===== src/rtl/core/lkm_pkg.sv =====
// ----------------------------------------------------------------------------
// lkm_pkg
// Shared types, codes and timer helpers for the link keepalive manager.
// ----------------------------------------------------------------------------
package lkm_pkg;

    // timer counter width and derived limits
    localparam int TIMER_BITS = 18;
    localparam int TMR_SUM_W  = TIMER_BITS + 1;
    localparam logic [TIMER_BITS-1:0] CNT_MAX = {TIMER_BITS{1'b1}};
    localparam logic [TIMER_BITS-1:0] CNT_ONE = TIMER_BITS'(1);

    // field widths
    localparam int KIND_W    = 4;
    localparam int MS_W      = 16;
    localparam int TAG_W     = 32;
    localparam int POLL_W    = 16;
    localparam int TIMEOUT_W = 18;
    localparam int CFG_IDX_W = 2;
    localparam int CFG_DAT_W = 18;

    // packet tags
    localparam logic [TAG_W-1:0] TAG_POLL = 32'h5953_4650;
    localparam logic [TAG_W-1:0] TAG_DATA = 32'h5953_4644;

    // event kinds
    localparam logic [KIND_W-1:0] KIND_OPEN   = 4'd0;
    localparam logic [KIND_W-1:0] KIND_LINK   = 4'd1;
    localparam logic [KIND_W-1:0] KIND_UNLINK = 4'd2;
    localparam logic [KIND_W-1:0] KIND_CLOSE  = 4'd3;
    localparam logic [KIND_W-1:0] KIND_TICK   = 4'd4;
    localparam logic [KIND_W-1:0] KIND_RX     = 4'd5;
    localparam logic [KIND_W-1:0] KIND_TX     = 4'd6;

    // configuration register indexes
    localparam logic [CFG_IDX_W-1:0] REG_STATIC_MODE = 2'd0;
    localparam logic [CFG_IDX_W-1:0] REG_PEER_VALID  = 2'd1;
    localparam logic [CFG_IDX_W-1:0] REG_POLL_PERIOD = 2'd2;
    localparam logic [CFG_IDX_W-1:0] REG_LINK_TMO    = 2'd3;

    // configuration reset values
    localparam logic [POLL_W-1:0]    POLL_RST = 16'd5000;
    localparam logic [TIMEOUT_W-1:0] TMO_RST  = 18'd60000;

    typedef enum logic [1:0] {
        PH_NOTOPEN   = 2'd0,
        PH_NOTLINKED = 2'd1,
        PH_LINKING   = 2'd2,
        PH_LINKED    = 2'd3
    } t_phase;

    typedef enum logic [2:0] {
        ACT_NONE    = 3'd0,
        ACT_POLL    = 3'd1,
        ACT_UNLINK  = 3'd2,
        ACT_OPTIONS = 3'd3,
        ACT_INFO    = 3'd4,
        ACT_FWD_TX  = 3'd5,
        ACT_DLV_RX  = 3'd6
    } t_action;

    typedef struct packed {
        t_phase                phase;
        logic                  send_run;
        logic [TIMER_BITS-1:0] send_cnt;
        logic                  recv_run;
        logic [TIMER_BITS-1:0] recv_cnt;
    } t_link_state;

    typedef struct packed {
        logic                 static_mode;
        logic                 peer_valid;
        logic [POLL_W-1:0]    poll_period;
        logic [TIMEOUT_W-1:0] link_tmo;
    } t_cfg;

    typedef struct packed {
        logic [KIND_W-1:0] kind;
        logic [MS_W-1:0]   elapsed_ms;
        logic              open_ok;
        logic              from_peer;
        logic [TAG_W-1:0]  tag;
    } t_item;

    typedef struct packed {
        t_action act0;
        t_action act1;
        logic    two;
        logic    lost;
    } t_step_res;

    // saturating advance of a running timer with a non-zero period
    function automatic logic [TIMER_BITS-1:0] tmr_adv(
        input logic                  run,
        input logic [TIMER_BITS-1:0] cnt,
        input logic [TIMER_BITS-1:0] period,
        input logic [MS_W-1:0]       ms
    );
        logic [TMR_SUM_W-1:0] sum;
        sum = {1'b0, cnt} + TMR_SUM_W'(ms);
        if (run && (period != '0)) begin
            return sum[TIMER_BITS] ? CNT_MAX : sum[TIMER_BITS-1:0];
        end
        return cnt;
    endfunction

    // a running timer has expired once its count reaches the period
    function automatic logic tmr_exp(
        input logic                  run,
        input logic [TIMER_BITS-1:0] cnt,
        input logic [TIMER_BITS-1:0] period
    );
        return run && (period != '0) && (cnt >= period);
    endfunction

endpackage


===== src/rtl/core/lkm_step.sv =====
// ----------------------------------------------------------------------------
// lkm_step
// Next link state and result actions for one event, pure combinational.
// ----------------------------------------------------------------------------
module lkm_step (
    input  lkm_pkg::t_link_state i_state,
    input  lkm_pkg::t_cfg        i_cfg,
    input  lkm_pkg::t_item       i_item,
    output lkm_pkg::t_link_state o_state,
    output lkm_pkg::t_step_res   o_res
);

    logic [lkm_pkg::TIMER_BITS-1:0] poll_per;
    logic [lkm_pkg::TIMER_BITS-1:0] tmo_per;
    logic [lkm_pkg::TIMER_BITS-1:0] recv_adv;
    logic [lkm_pkg::TIMER_BITS-1:0] send_adv;
    logic                           recv_exp;
    logic                           send_exp;
    lkm_pkg::t_link_state           tick_st;

    assign poll_per = lkm_pkg::TIMER_BITS'(i_cfg.poll_period);
    assign tmo_per  = lkm_pkg::TIMER_BITS'(i_cfg.link_tmo);

    // tick path: receive timer first, then send timer on the updated state
    always_comb begin
        tick_st  = i_state;
        recv_adv = lkm_pkg::tmr_adv(i_state.recv_run, i_state.recv_cnt, tmo_per,
                                    i_item.elapsed_ms);
        recv_exp = lkm_pkg::tmr_exp(i_state.recv_run, recv_adv, tmo_per);
        tick_st.recv_cnt = recv_adv;
        if (recv_exp) begin
            if (i_cfg.static_mode) begin
                tick_st.phase = lkm_pkg::PH_LINKING;
            end else begin
                tick_st.phase    = lkm_pkg::PH_NOTLINKED;
                tick_st.send_run = 1'b0;
                tick_st.send_cnt = '0;
            end
            tick_st.recv_run = 1'b0;
            tick_st.recv_cnt = '0;
        end
        send_adv = lkm_pkg::tmr_adv(tick_st.send_run, tick_st.send_cnt, poll_per,
                                    i_item.elapsed_ms);
        send_exp = lkm_pkg::tmr_exp(tick_st.send_run, send_adv, poll_per);
        tick_st.send_cnt = send_adv;
        if (send_exp) begin
            tick_st.send_run = 1'b1;
            tick_st.send_cnt = lkm_pkg::CNT_ONE;
        end
    end

    // event decode
    always_comb begin
        o_state = i_state;
        o_res   = '{act0: lkm_pkg::ACT_NONE, act1: lkm_pkg::ACT_NONE,
                    two: 1'b0, lost: 1'b0};
        case (i_item.kind)
            lkm_pkg::KIND_OPEN: begin
                o_state.phase = (i_cfg.peer_valid && i_item.open_ok) ?
                                lkm_pkg::PH_NOTLINKED : lkm_pkg::PH_NOTOPEN;
            end
            lkm_pkg::KIND_LINK: begin
                if (i_state.phase == lkm_pkg::PH_NOTLINKED) begin
                    o_state.phase    = lkm_pkg::PH_LINKING;
                    o_state.send_run = 1'b1;
                    o_state.send_cnt = lkm_pkg::CNT_ONE;
                    o_state.recv_run = 1'b1;
                    o_state.recv_cnt = lkm_pkg::CNT_ONE;
                    o_res.act0       = lkm_pkg::ACT_POLL;
                end
            end
            lkm_pkg::KIND_UNLINK: begin
                if (i_state.phase == lkm_pkg::PH_LINKED) begin
                    o_state.phase    = lkm_pkg::PH_NOTLINKED;
                    o_state.send_run = 1'b0;
                    o_state.send_cnt = '0;
                    o_state.recv_run = 1'b0;
                    o_state.recv_cnt = '0;
                    o_res.act0       = lkm_pkg::ACT_UNLINK;
                end
            end
            lkm_pkg::KIND_CLOSE: begin
                o_state.phase = lkm_pkg::PH_NOTOPEN;
            end
            lkm_pkg::KIND_TICK: begin
                if (i_state.phase != lkm_pkg::PH_NOTOPEN) begin
                    o_state    = tick_st;
                    o_res.lost = recv_exp;
                    if (send_exp && ((tick_st.phase == lkm_pkg::PH_LINKING) ||
                                     (tick_st.phase == lkm_pkg::PH_LINKED))) begin
                        o_res.act0 = lkm_pkg::ACT_POLL;
                    end
                end
            end
            lkm_pkg::KIND_RX: begin
                if ((i_state.phase != lkm_pkg::PH_NOTOPEN) && i_cfg.peer_valid &&
                    i_item.from_peer) begin
                    if (i_item.tag == lkm_pkg::TAG_POLL) begin
                        o_state.recv_run = 1'b1;
                        o_state.recv_cnt = lkm_pkg::CNT_ONE;
                        if (i_state.phase == lkm_pkg::PH_LINKING) begin
                            o_state.phase = lkm_pkg::PH_LINKED;
                            o_res.act0    = lkm_pkg::ACT_OPTIONS;
                            o_res.act1    = lkm_pkg::ACT_INFO;
                            o_res.two     = 1'b1;
                        end
                    end else if (i_item.tag == lkm_pkg::TAG_DATA) begin
                        o_state.recv_run = 1'b1;
                        o_state.recv_cnt = lkm_pkg::CNT_ONE;
                        o_res.act0       = lkm_pkg::ACT_DLV_RX;
                    end
                end
            end
            lkm_pkg::KIND_TX: begin
                if (i_state.phase == lkm_pkg::PH_LINKED) begin
                    o_res.act0 = lkm_pkg::ACT_FWD_TX;
                end
            end
            default: begin
                o_state = i_state;
            end
        endcase
    end

endmodule


===== src/rtl/core/link_keepalive_manager.sv =====
// ----------------------------------------------------------------------------
// link_keepalive_manager
// Reflector link manager: link phase, poll send timer and receive timeout.
// ----------------------------------------------------------------------------
//  channel   | direction | contents
//  ----------+-----------+------------------------------------------------
//  s_axis    | in        | tuser: kind; tdata: elapsed, open ok, peer, tag
//  m_axis    | out       | tdata: action, link state, lost link; tlast
//  cfg write | in        | register index and data, written on enable
//
//  one event enters the input register per cycle unless m_axis stalls; it is
//  then resolved from the input register into the result register.
//  a poll reply while linking gives two results and holds back the next event
//  until the second result leaves; every other event gives one result per cycle.
//  a stall on m_axis backs up through the result and input registers.
//  synchronous active-low reset: phase not open, both timers stopped.
// ----------------------------------------------------------------------------
module link_keepalive_manager (
    input  logic        i_clk,
    input  logic        i_rst_n,
    // configuration write port
    input  logic        i_cfg_wr_en,
    input  logic [1:0]  i_cfg_addr,
    input  logic [17:0] i_cfg_wdata,
    // event input
    input  logic        s_axis_tvalid,
    output logic        s_axis_tready,
    input  logic [55:0] s_axis_tdata,   // elapsed_ms, open_succeeded, from_peer, packet_tag
    input  logic [3:0]  s_axis_tuser,   // kind
    // result output
    output logic        m_axis_tvalid,
    input  logic        m_axis_tready,
    output logic [7:0]  m_axis_tdata,   // action, link_state, lost_link
    output logic        m_axis_tlast
);

    typedef struct packed {
        lkm_pkg::t_action action;
        lkm_pkg::t_phase  phase;
        logic             lost;
        logic             last;
    } t_result;

    lkm_pkg::t_cfg        r_cfg;
    lkm_pkg::t_link_state r_st, n_st, step_st;
    lkm_pkg::t_item       r_in, n_in;
    lkm_pkg::t_step_res   step_res;
    logic                 r_in_vld, n_in_vld;
    logic                 r_o_vld, n_o_vld;
    logic                 r_o2_vld, n_o2_vld;
    t_result              r_o, n_o, r_o2, n_o2;
    logic                 s_fire, m_fire, out_free, proc;

    // handshake and progress conditions
    assign m_fire        = r_o_vld && m_axis_tready;
    assign out_free      = !r_o_vld || (m_axis_tready && !r_o2_vld);
    assign proc          = r_in_vld && out_free;
    assign s_axis_tready = !r_in_vld || proc;
    assign s_fire        = s_axis_tvalid && s_axis_tready;

    // event resolution
    lkm_step u_step (
        .i_state (r_st),
        .i_cfg   (r_cfg),
        .i_item  (r_in),
        .o_state (step_st),
        .o_res   (step_res)
    );

    // next values of input, result and state registers
    always_comb begin
        n_in_vld = r_in_vld;
        n_in     = r_in;
        n_o_vld  = r_o_vld;
        n_o      = r_o;
        n_o2_vld = r_o2_vld;
        n_o2     = r_o2;
        n_st     = r_st;
        if (s_fire) begin
            n_in_vld          = 1'b1;
            n_in.kind         = s_axis_tuser;
            n_in.elapsed_ms   = s_axis_tdata[15:0];
            n_in.open_ok      = s_axis_tdata[16];
            n_in.from_peer    = s_axis_tdata[17];
            n_in.tag          = s_axis_tdata[49:18];
        end else if (proc) begin
            n_in_vld = 1'b0;
        end
        if (m_fire) begin
            if (r_o2_vld) begin
                n_o      = r_o2;
                n_o2_vld = 1'b0;
            end else begin
                n_o_vld = 1'b0;
            end
        end
        if (proc) begin
            n_st     = step_st;
            n_o_vld  = 1'b1;
            n_o      = '{action: step_res.act0, phase: step_st.phase,
                         lost: step_res.lost, last: !step_res.two};
            n_o2_vld = step_res.two;
            n_o2     = '{action: step_res.act1, phase: step_st.phase,
                         lost: step_res.lost, last: 1'b1};
        end
    end

    // control state, link state and configuration
    always_ff @(posedge i_clk) begin
        if (!i_rst_n) begin
            r_in_vld          <= 1'b0;
            r_o_vld           <= 1'b0;
            r_o2_vld          <= 1'b0;
            r_st.phase        <= lkm_pkg::PH_NOTOPEN;
            r_st.send_run     <= 1'b0;
            r_st.send_cnt     <= '0;
            r_st.recv_run     <= 1'b0;
            r_st.recv_cnt     <= '0;
            r_cfg.static_mode <= 1'b0;
            r_cfg.peer_valid  <= 1'b1;
            r_cfg.poll_period <= lkm_pkg::POLL_RST;
            r_cfg.link_tmo    <= lkm_pkg::TMO_RST;
        end else begin
            r_in_vld <= n_in_vld;
            r_o_vld  <= n_o_vld;
            r_o2_vld <= n_o2_vld;
            r_st     <= n_st;
            if (i_cfg_wr_en) begin
                case (i_cfg_addr)
                    lkm_pkg::REG_STATIC_MODE: r_cfg.static_mode <= i_cfg_wdata[0];
                    lkm_pkg::REG_PEER_VALID:  r_cfg.peer_valid  <= i_cfg_wdata[0];
                    lkm_pkg::REG_POLL_PERIOD: r_cfg.poll_period <= i_cfg_wdata[15:0];
                    lkm_pkg::REG_LINK_TMO:    r_cfg.link_tmo    <= i_cfg_wdata;
                    default:                  r_cfg             <= r_cfg;
                endcase
            end
        end
    end

    // payload registers
    always_ff @(posedge i_clk) begin
        r_in <= n_in;
        r_o  <= n_o;
        r_o2 <= n_o2;
    end

    // output mapping
    assign m_axis_tvalid = r_o_vld;
    assign m_axis_tdata  = {2'b00, r_o.lost, r_o.phase, r_o.action};
    assign m_axis_tlast  = r_o.last;

    // a pending second result sits behind a valid, non-final first result
    a_second_behind_first : assert property (@(posedge i_clk) disable iff (!i_rst_n)
        r_o2_vld |-> (m_axis_tvalid && !m_axis_tlast))
        else $error("second result pending without a non-final first result");

    // a stopped timer always holds a zero count
    a_timers_clear : assert property (@(posedge i_clk) disable iff (!i_rst_n)
        (!r_st.send_run |-> (r_st.send_cnt == '0)) and
        (!r_st.recv_run |-> (r_st.recv_cnt == '0)))
        else $error("stopped timer holds a non-zero count");

    // reset leaves the link not open with no results in flight
    a_reset_state : assert property (@(posedge i_clk)
        !i_rst_n |=> ((r_st.phase == lkm_pkg::PH_NOTOPEN) && !m_axis_tvalid && !r_o2_vld))
        else $error("link not cleared by reset");

endmodule


===== config.mk =====
export PLATFORM = sky130hd
export DESIGN_NAME = link_keepalive_manager
export DESIGN_NICKNAME = d
export VERILOG_FILES = /design/src/rtl/core/lkm_pkg.sv /design/src/rtl/core/lkm_step.sv /design/src/rtl/core/link_keepalive_manager.sv
export SDC_FILE = /design/constraint.sdc
export NUM_CORES = 1
export LEC_CHECK = 0
export BUFFER_PORTS_ARGS = -buffer_cell sky130_fd_sc_hd__buf_4
export CORE_MARGIN = 3
export CORE_UTILIZATION = 45
export CTS_CLUSTER_DIAMETER = 150
export DETAILED_ROUTE_END_ITERATION = 10
export GPL_TIMING_DRIVEN = 0
export SKIP_CTS_REPAIR_TIMING = 1
export SLEW_MARGIN = 20
export SYNTH_ARGS = -nofsm -noshare
export SYNTH_HDL_FRONTEND = slang
export SYNTH_HIERARCHICAL = 1
export SYNTH_SLANG_ARGS = --single-unit

===== constraint.sdc =====
create_clock -name i_clk -period 8.6 [get_ports i_clk]
set_input_delay 1.72 -clock i_clk [delete_from_list [all_inputs] [get_ports i_clk]]
set_output_delay 1.72 -clock i_clk [all_outputs]
set_load 0.05 [all_outputs]

Word level (Yosys, flattened, before mapping)
Index checks and enable logic that the tools add are counted.
{"block": "word_totals", "out_inout_bits": 11, "mem_bits_ro": 0, "mem_bits_rw": 0, "n_memories": 0, "elab_cells": 139, "inputBits": 85, "latchBits": 0, "regBits": 146}
{"block": "op_classes", "n_addsub": 2, "multipliers": 0, "n_eq_ne": 23, "mux": 49, "n_reduce_logical": 39, "magnitude_cmp": 2, "n_bitwise": 0, "shift": 0, "div_mod_pow": 0}
{"cell": "$mux 40", "count": 4}
{"cell": "$mux 18", "count": 6}
{"cell": "$mux 19", "count": 5}
{"cell": "$pmux 19 s4", "count": 1}
{"cell": "$eq 32x31->1 const B", "count": 2}
{"cell": "$pmux 19 s3", "count": 1}
{"cell": "$add 18x16->19", "count": 2}
{"cell": "$reduce_bool 18->1", "count": 2}
{"cell": "$mux 7", "count": 4}
{"cell": "$ge 18x16->1", "count": 1}
{"cell": "$ge 18x18->1", "count": 1}
{"cell": "$mux 1", "count": 16}
{"cell": "$pmux 3 s5", "count": 1}
{"cell": "$eq 2x2->1 const B", "count": 6}
{"cell": "$eq 4x3->1 const B", "count": 3}
{"cell": "$logic_and 1x1->1", "count": 12}
{"cell": "$ne 2x1->1 const B", "count": 6}
{"cell": "$pmux 2 s6", "count": 1}
{"cell": "$reduce_and 2->1", "count": 6}
{"cell": "$mux 2", "count": 5}
{"cell": "$mux 3", "count": 3}
{"cell": "$eq 4x2->1 const B", "count": 2}
{"cell": "$reduce_and 8->1", "count": 1}
{"cell": "$reduce_bool 2->1", "count": 4}
{"cell": "14 further kinds", "count": 20}

Depth between registers and ports, before layout
{"block": "logic_depth", "depth_word": 18, "depth_mapped": 41}

By module
Netlist, hierarchy kept.
{"mod": "link_keepalive_manager", "n_inst": 1, "area_each_um2": 5181.2, "cells_per_inst": 429, "seq_area_each_um2": 3593.4}
{"mod": "lkm_step", "n_inst": 1, "area_each_um2": 4207.8, "cells_per_inst": 603, "seq_area_each_um2": 0.0}

Worst setup path before layout
OpenSTA, ideal clock, no wires.
{"block": "synth_path", "path_type": "register -> register", "startpoint": "register r_st[0] (netlist name)", "endpoint": "register r_o (netlist bit m_axis_tdata[0]) (data pin)", "t_arrival_ps": 7164, "period_less_slack_ps": 7423, "stages_incl_launch_ff": 39, "path_slack_ps": 1177, "cell_sequence": "dfxtp_1 ha_1 inv_1 fa_1 nor2b_1 o21ai_1 a2111oi_4 o21ai_1 a21boi_2 o21bai_2 buf_2 nor2b_1 o21a_1 ha_1 nand2b_1 a21oi_1 nor3_1 o41ai_2 [... 3 more ...] and2_1 ha_1 nand3_1 nor3_2 o211ai_2 a211oi_2 inv_2 a31oi_1 ha_1 a21oi_1 o21ai_0 a41oi_1 a31o_2 a21oi_1 a211oi_4 a31o_1 o31ai_1 mux2_2"}
{"item": "start: declaration", "line_no": "link_keepalive_manager.sv:45", "source": "lkm_pkg::t_link_state r_st, n_st, step_st;"}
{"item": "start signal: assignment", "line_no": "link_keepalive_manager.sv:127", "source": "r_st <= n_st;"}
{"item": "end signal: assignment", "line_no": "link_keepalive_manager.sv:143", "source": "r_o <= n_o;"}
{"item": "end: declaration", "line_no": "link_keepalive_manager.sv:51", "source": "t_result r_o, n_o, r_o2, n_o2;"}

==> flow_summary.yaml <==
logic_synthesis:
  post_synth.cell_area_avg_um2: 9.098
  syn-instance-count: 1032
  postSynth.topFlopCell: "dfxtp_1"
  leading_cell_types_by_total_area_after_synthesis: "edfxtp_1 21%, dfxtp_1 17%, ha_1 8.8%"
  netlist.top_cell.by_area: "edfxtp_1"
  yosysSeqAreaShare: 0.3827
  synthesis.area_um2: 9389
  async_reset_ff_frac: 0
  yosysWarningCount: 6
  synth_top_area_frac: 0.2143
  synth-edff-count: 67
  synth.lib_cells_used.distinct: 91
  synth_seq_cells: 146
global_routing:
  wire_length_of_the_first_global_routing_pass_um: 40830
  number_of_global_route_vias_before_repair: 7383
  grt_start_max_net_pins: 24
  grt_antenna_before_repair: 0
  global_route.usage.total: 0.2353
  globalRouteOverflowTotal: 0
job:
  cap_violations: 0
routing:
  via_per_inst: 5.555
  dr_total_vias: 7972
  detail_route.first_pass.iterations: 5
  wl_per_cell_um: 18.43
  drt-total-wl_um: 26450
  first_iter_violations: 730
  detail-route-antenna-nets: 0
  drc_errors: 0
cells_and_area:
  drive_above_1_share: 0.1923
  final_common_cell: "nand2_1"
  flow.area_growth_from_synthesis_pct: 20.75
  filler_cell_count: 1895
  mostFrequentLayoutCells: "197 x nand2_1, 110 x buf_4, 79 x dfxtp_1"
  total_number_of_nets_in_the_final_design: 1305
  fin_cells: 1435
  n_antenna_cell: 0
timing:
  fin_setup_tns_ps: 0
  finalWorstSetupSlack_ps: 224.2
  slew_headroom: 0.4374
  post-route-period-util: 0.9739
  setup-violations-final: 0
  max_clock_freq_ghz: 0.1194
  finalHoldViolations: 0
  min_period_ps: 8376
  tightest_slew_ps: 840.0
  timing.final.max_slew_violations: 0
  finalClockSkew_ps: 15.38
  finalHoldWorstSlack_ps: 468.7
setup_path:
  timing.critical_path.from: "r_in[34]"
  timing.critical_path.slowest_cell_delay_ps: 480
  worstSetupEndpointType: "flip-flop"
  cp.required_ps: 8780
  critical_r2r_launch: "r_in[34]"
  crit_type: "flip-flop to flip-flop"
  path_max_fanout: 10
  critical-path-slowest-cell: "o41ai_2"
  setup.worst_path.start_class: "flip-flop"
  worstPathArrival_ps: 8560
floorplan:
  fp.dieW_um: 150.4
  fp-row-count: 52
  start_util: 0.4610
  top_ports: 96
  coreArea_um2: 20360
  die_h_um: 150.4
  fp.dieArea_um2: 22630
clock_network:
  cts_tree: "yes"
  cts_htree_levels: 4
  cts_root_buf: "clkbuf_16"
  clk_pin_slew_worst_paths_ps: 70
  clkLatencyLatePin_ps: 430
  tritoncts_num_sinks: 146
  clockBufferDepth: 2
  tritoncts.num_buffers: 17
power_and_ir_drop:
  vdd_ir_drop_max_mv: 0.1205
  p_leak_uw: 0.004629
  power.density_cell_area_nw_per_um2: 152.0
placement:
  pre_cts_slack_ps: -569.1
  portBuffers: 85
  placed_cells_incl_taps: 1391
  gp_congestion: 0.9096
  place.detailed.hpwl_um: 20080
min_path:
  hp-class: "flip-flop to flip-flop"
  startpoint_of_the_tightest_hold_check_path: "r_st[39]"
outcome:
  outcome: "completed"
[registers in the layout, indices dropped and copies added, names as in the netlist]
signal	flops
r_cfg	36
m_axis_tlast	1
r_in	54
r_in_vld	1
r_o2_vld	1
r_o2	6
m_axis_tdata	6
r_st	40
m_axis_tvalid	1
[synthesized netlist by cell type, types with 12 or more instances]
cell / instances
a21boi_0: 24
a21o_1: 21
a21oi_1: 48
a22o_1: 24
a31oi_1: 24
and2_1: 22
clkbuf_1: 25
dfxtp_1: 79
edfxtp_1: 67
ha_1: 66
inv_1: 49
mux2i_1: 46
nand2_1: 197
nand2b_1: 12
nand3_1: 30
nor2_1: 39
o21ai_0: 39
o21ai_1: 13
[final cells by class]
cell class,count,area (µm²),area share
Buffer,52,322.8,0.02847
Clock buffer,17,425.4,0.03752
Clock inverter,15,202.7,0.01788
Inverter,50,192.7,0.01700
Multi-Input combinational cell,786,5479,0.4833
Sequential cell,146,3593,0.3170
Tap cell,270,337.8,0.02980
Timing Repair Buffer,99,783.3,0.06909
[metal layers]
| metal | wire length [µm] | track usage |
|---|---|---|
| met1 | 12290 | 0.3309 |
| met2 | 12100 | 0.3721 |
| met3 | 1701 | 0.05148 |
| met4 | 361 | 0.05352 |
| met5 | 0 | 0 |
[through the flow]
stage,total power (µW),cell area (µm²),utilization
after global placement,937.6,10370,0.5093
after floorplan,871.8,9397,-
after global routing,1786,11340,0.5567
after CTS,1734,11070,0.5436
after detailed placement,940.6,10440,0.5128
final,1724,11340,0.5567
[cells by family after synthesis]
group,count (synthesis),share of synthesized area
AO/OA/AOI/OAI,267,0.2050
XOR/XNOR,22,0.02052
adder cells (fa/ha/maj),68,0.09222
buffers and inverters,102,0.05370
flip-flops,146,0.3827
multiplexers,53,0.05783
other,2,0.0007999
AND/OR/NAND/NOR,372,0.1872
[final timing paths]
path	end	slack, ps	cells after the start
min reg2reg	r_st[39]	470	2
max	m_axis_tdata[0]	220	39
min	r_st[39]	470	2
max reg2reg	m_axis_tdata[0]	220	39
[where the power goes]
part           total (µW)  internal, µW  switching (µW)
combinational         157          68.3            89.0
sequential            771           753            18.0
clock                 795           448             347
[critical path: cells and delay by family (launching register included)]
kind	cells	cell delay, ps
AOI/OAI and AO/OA	20	4070
adders and majority gates	5	1480
buffers and inverters	6	860
DFF	1	440
muxes	1	300
and+or+nand+nor	7	950
(Power assumes the default switching activity.)
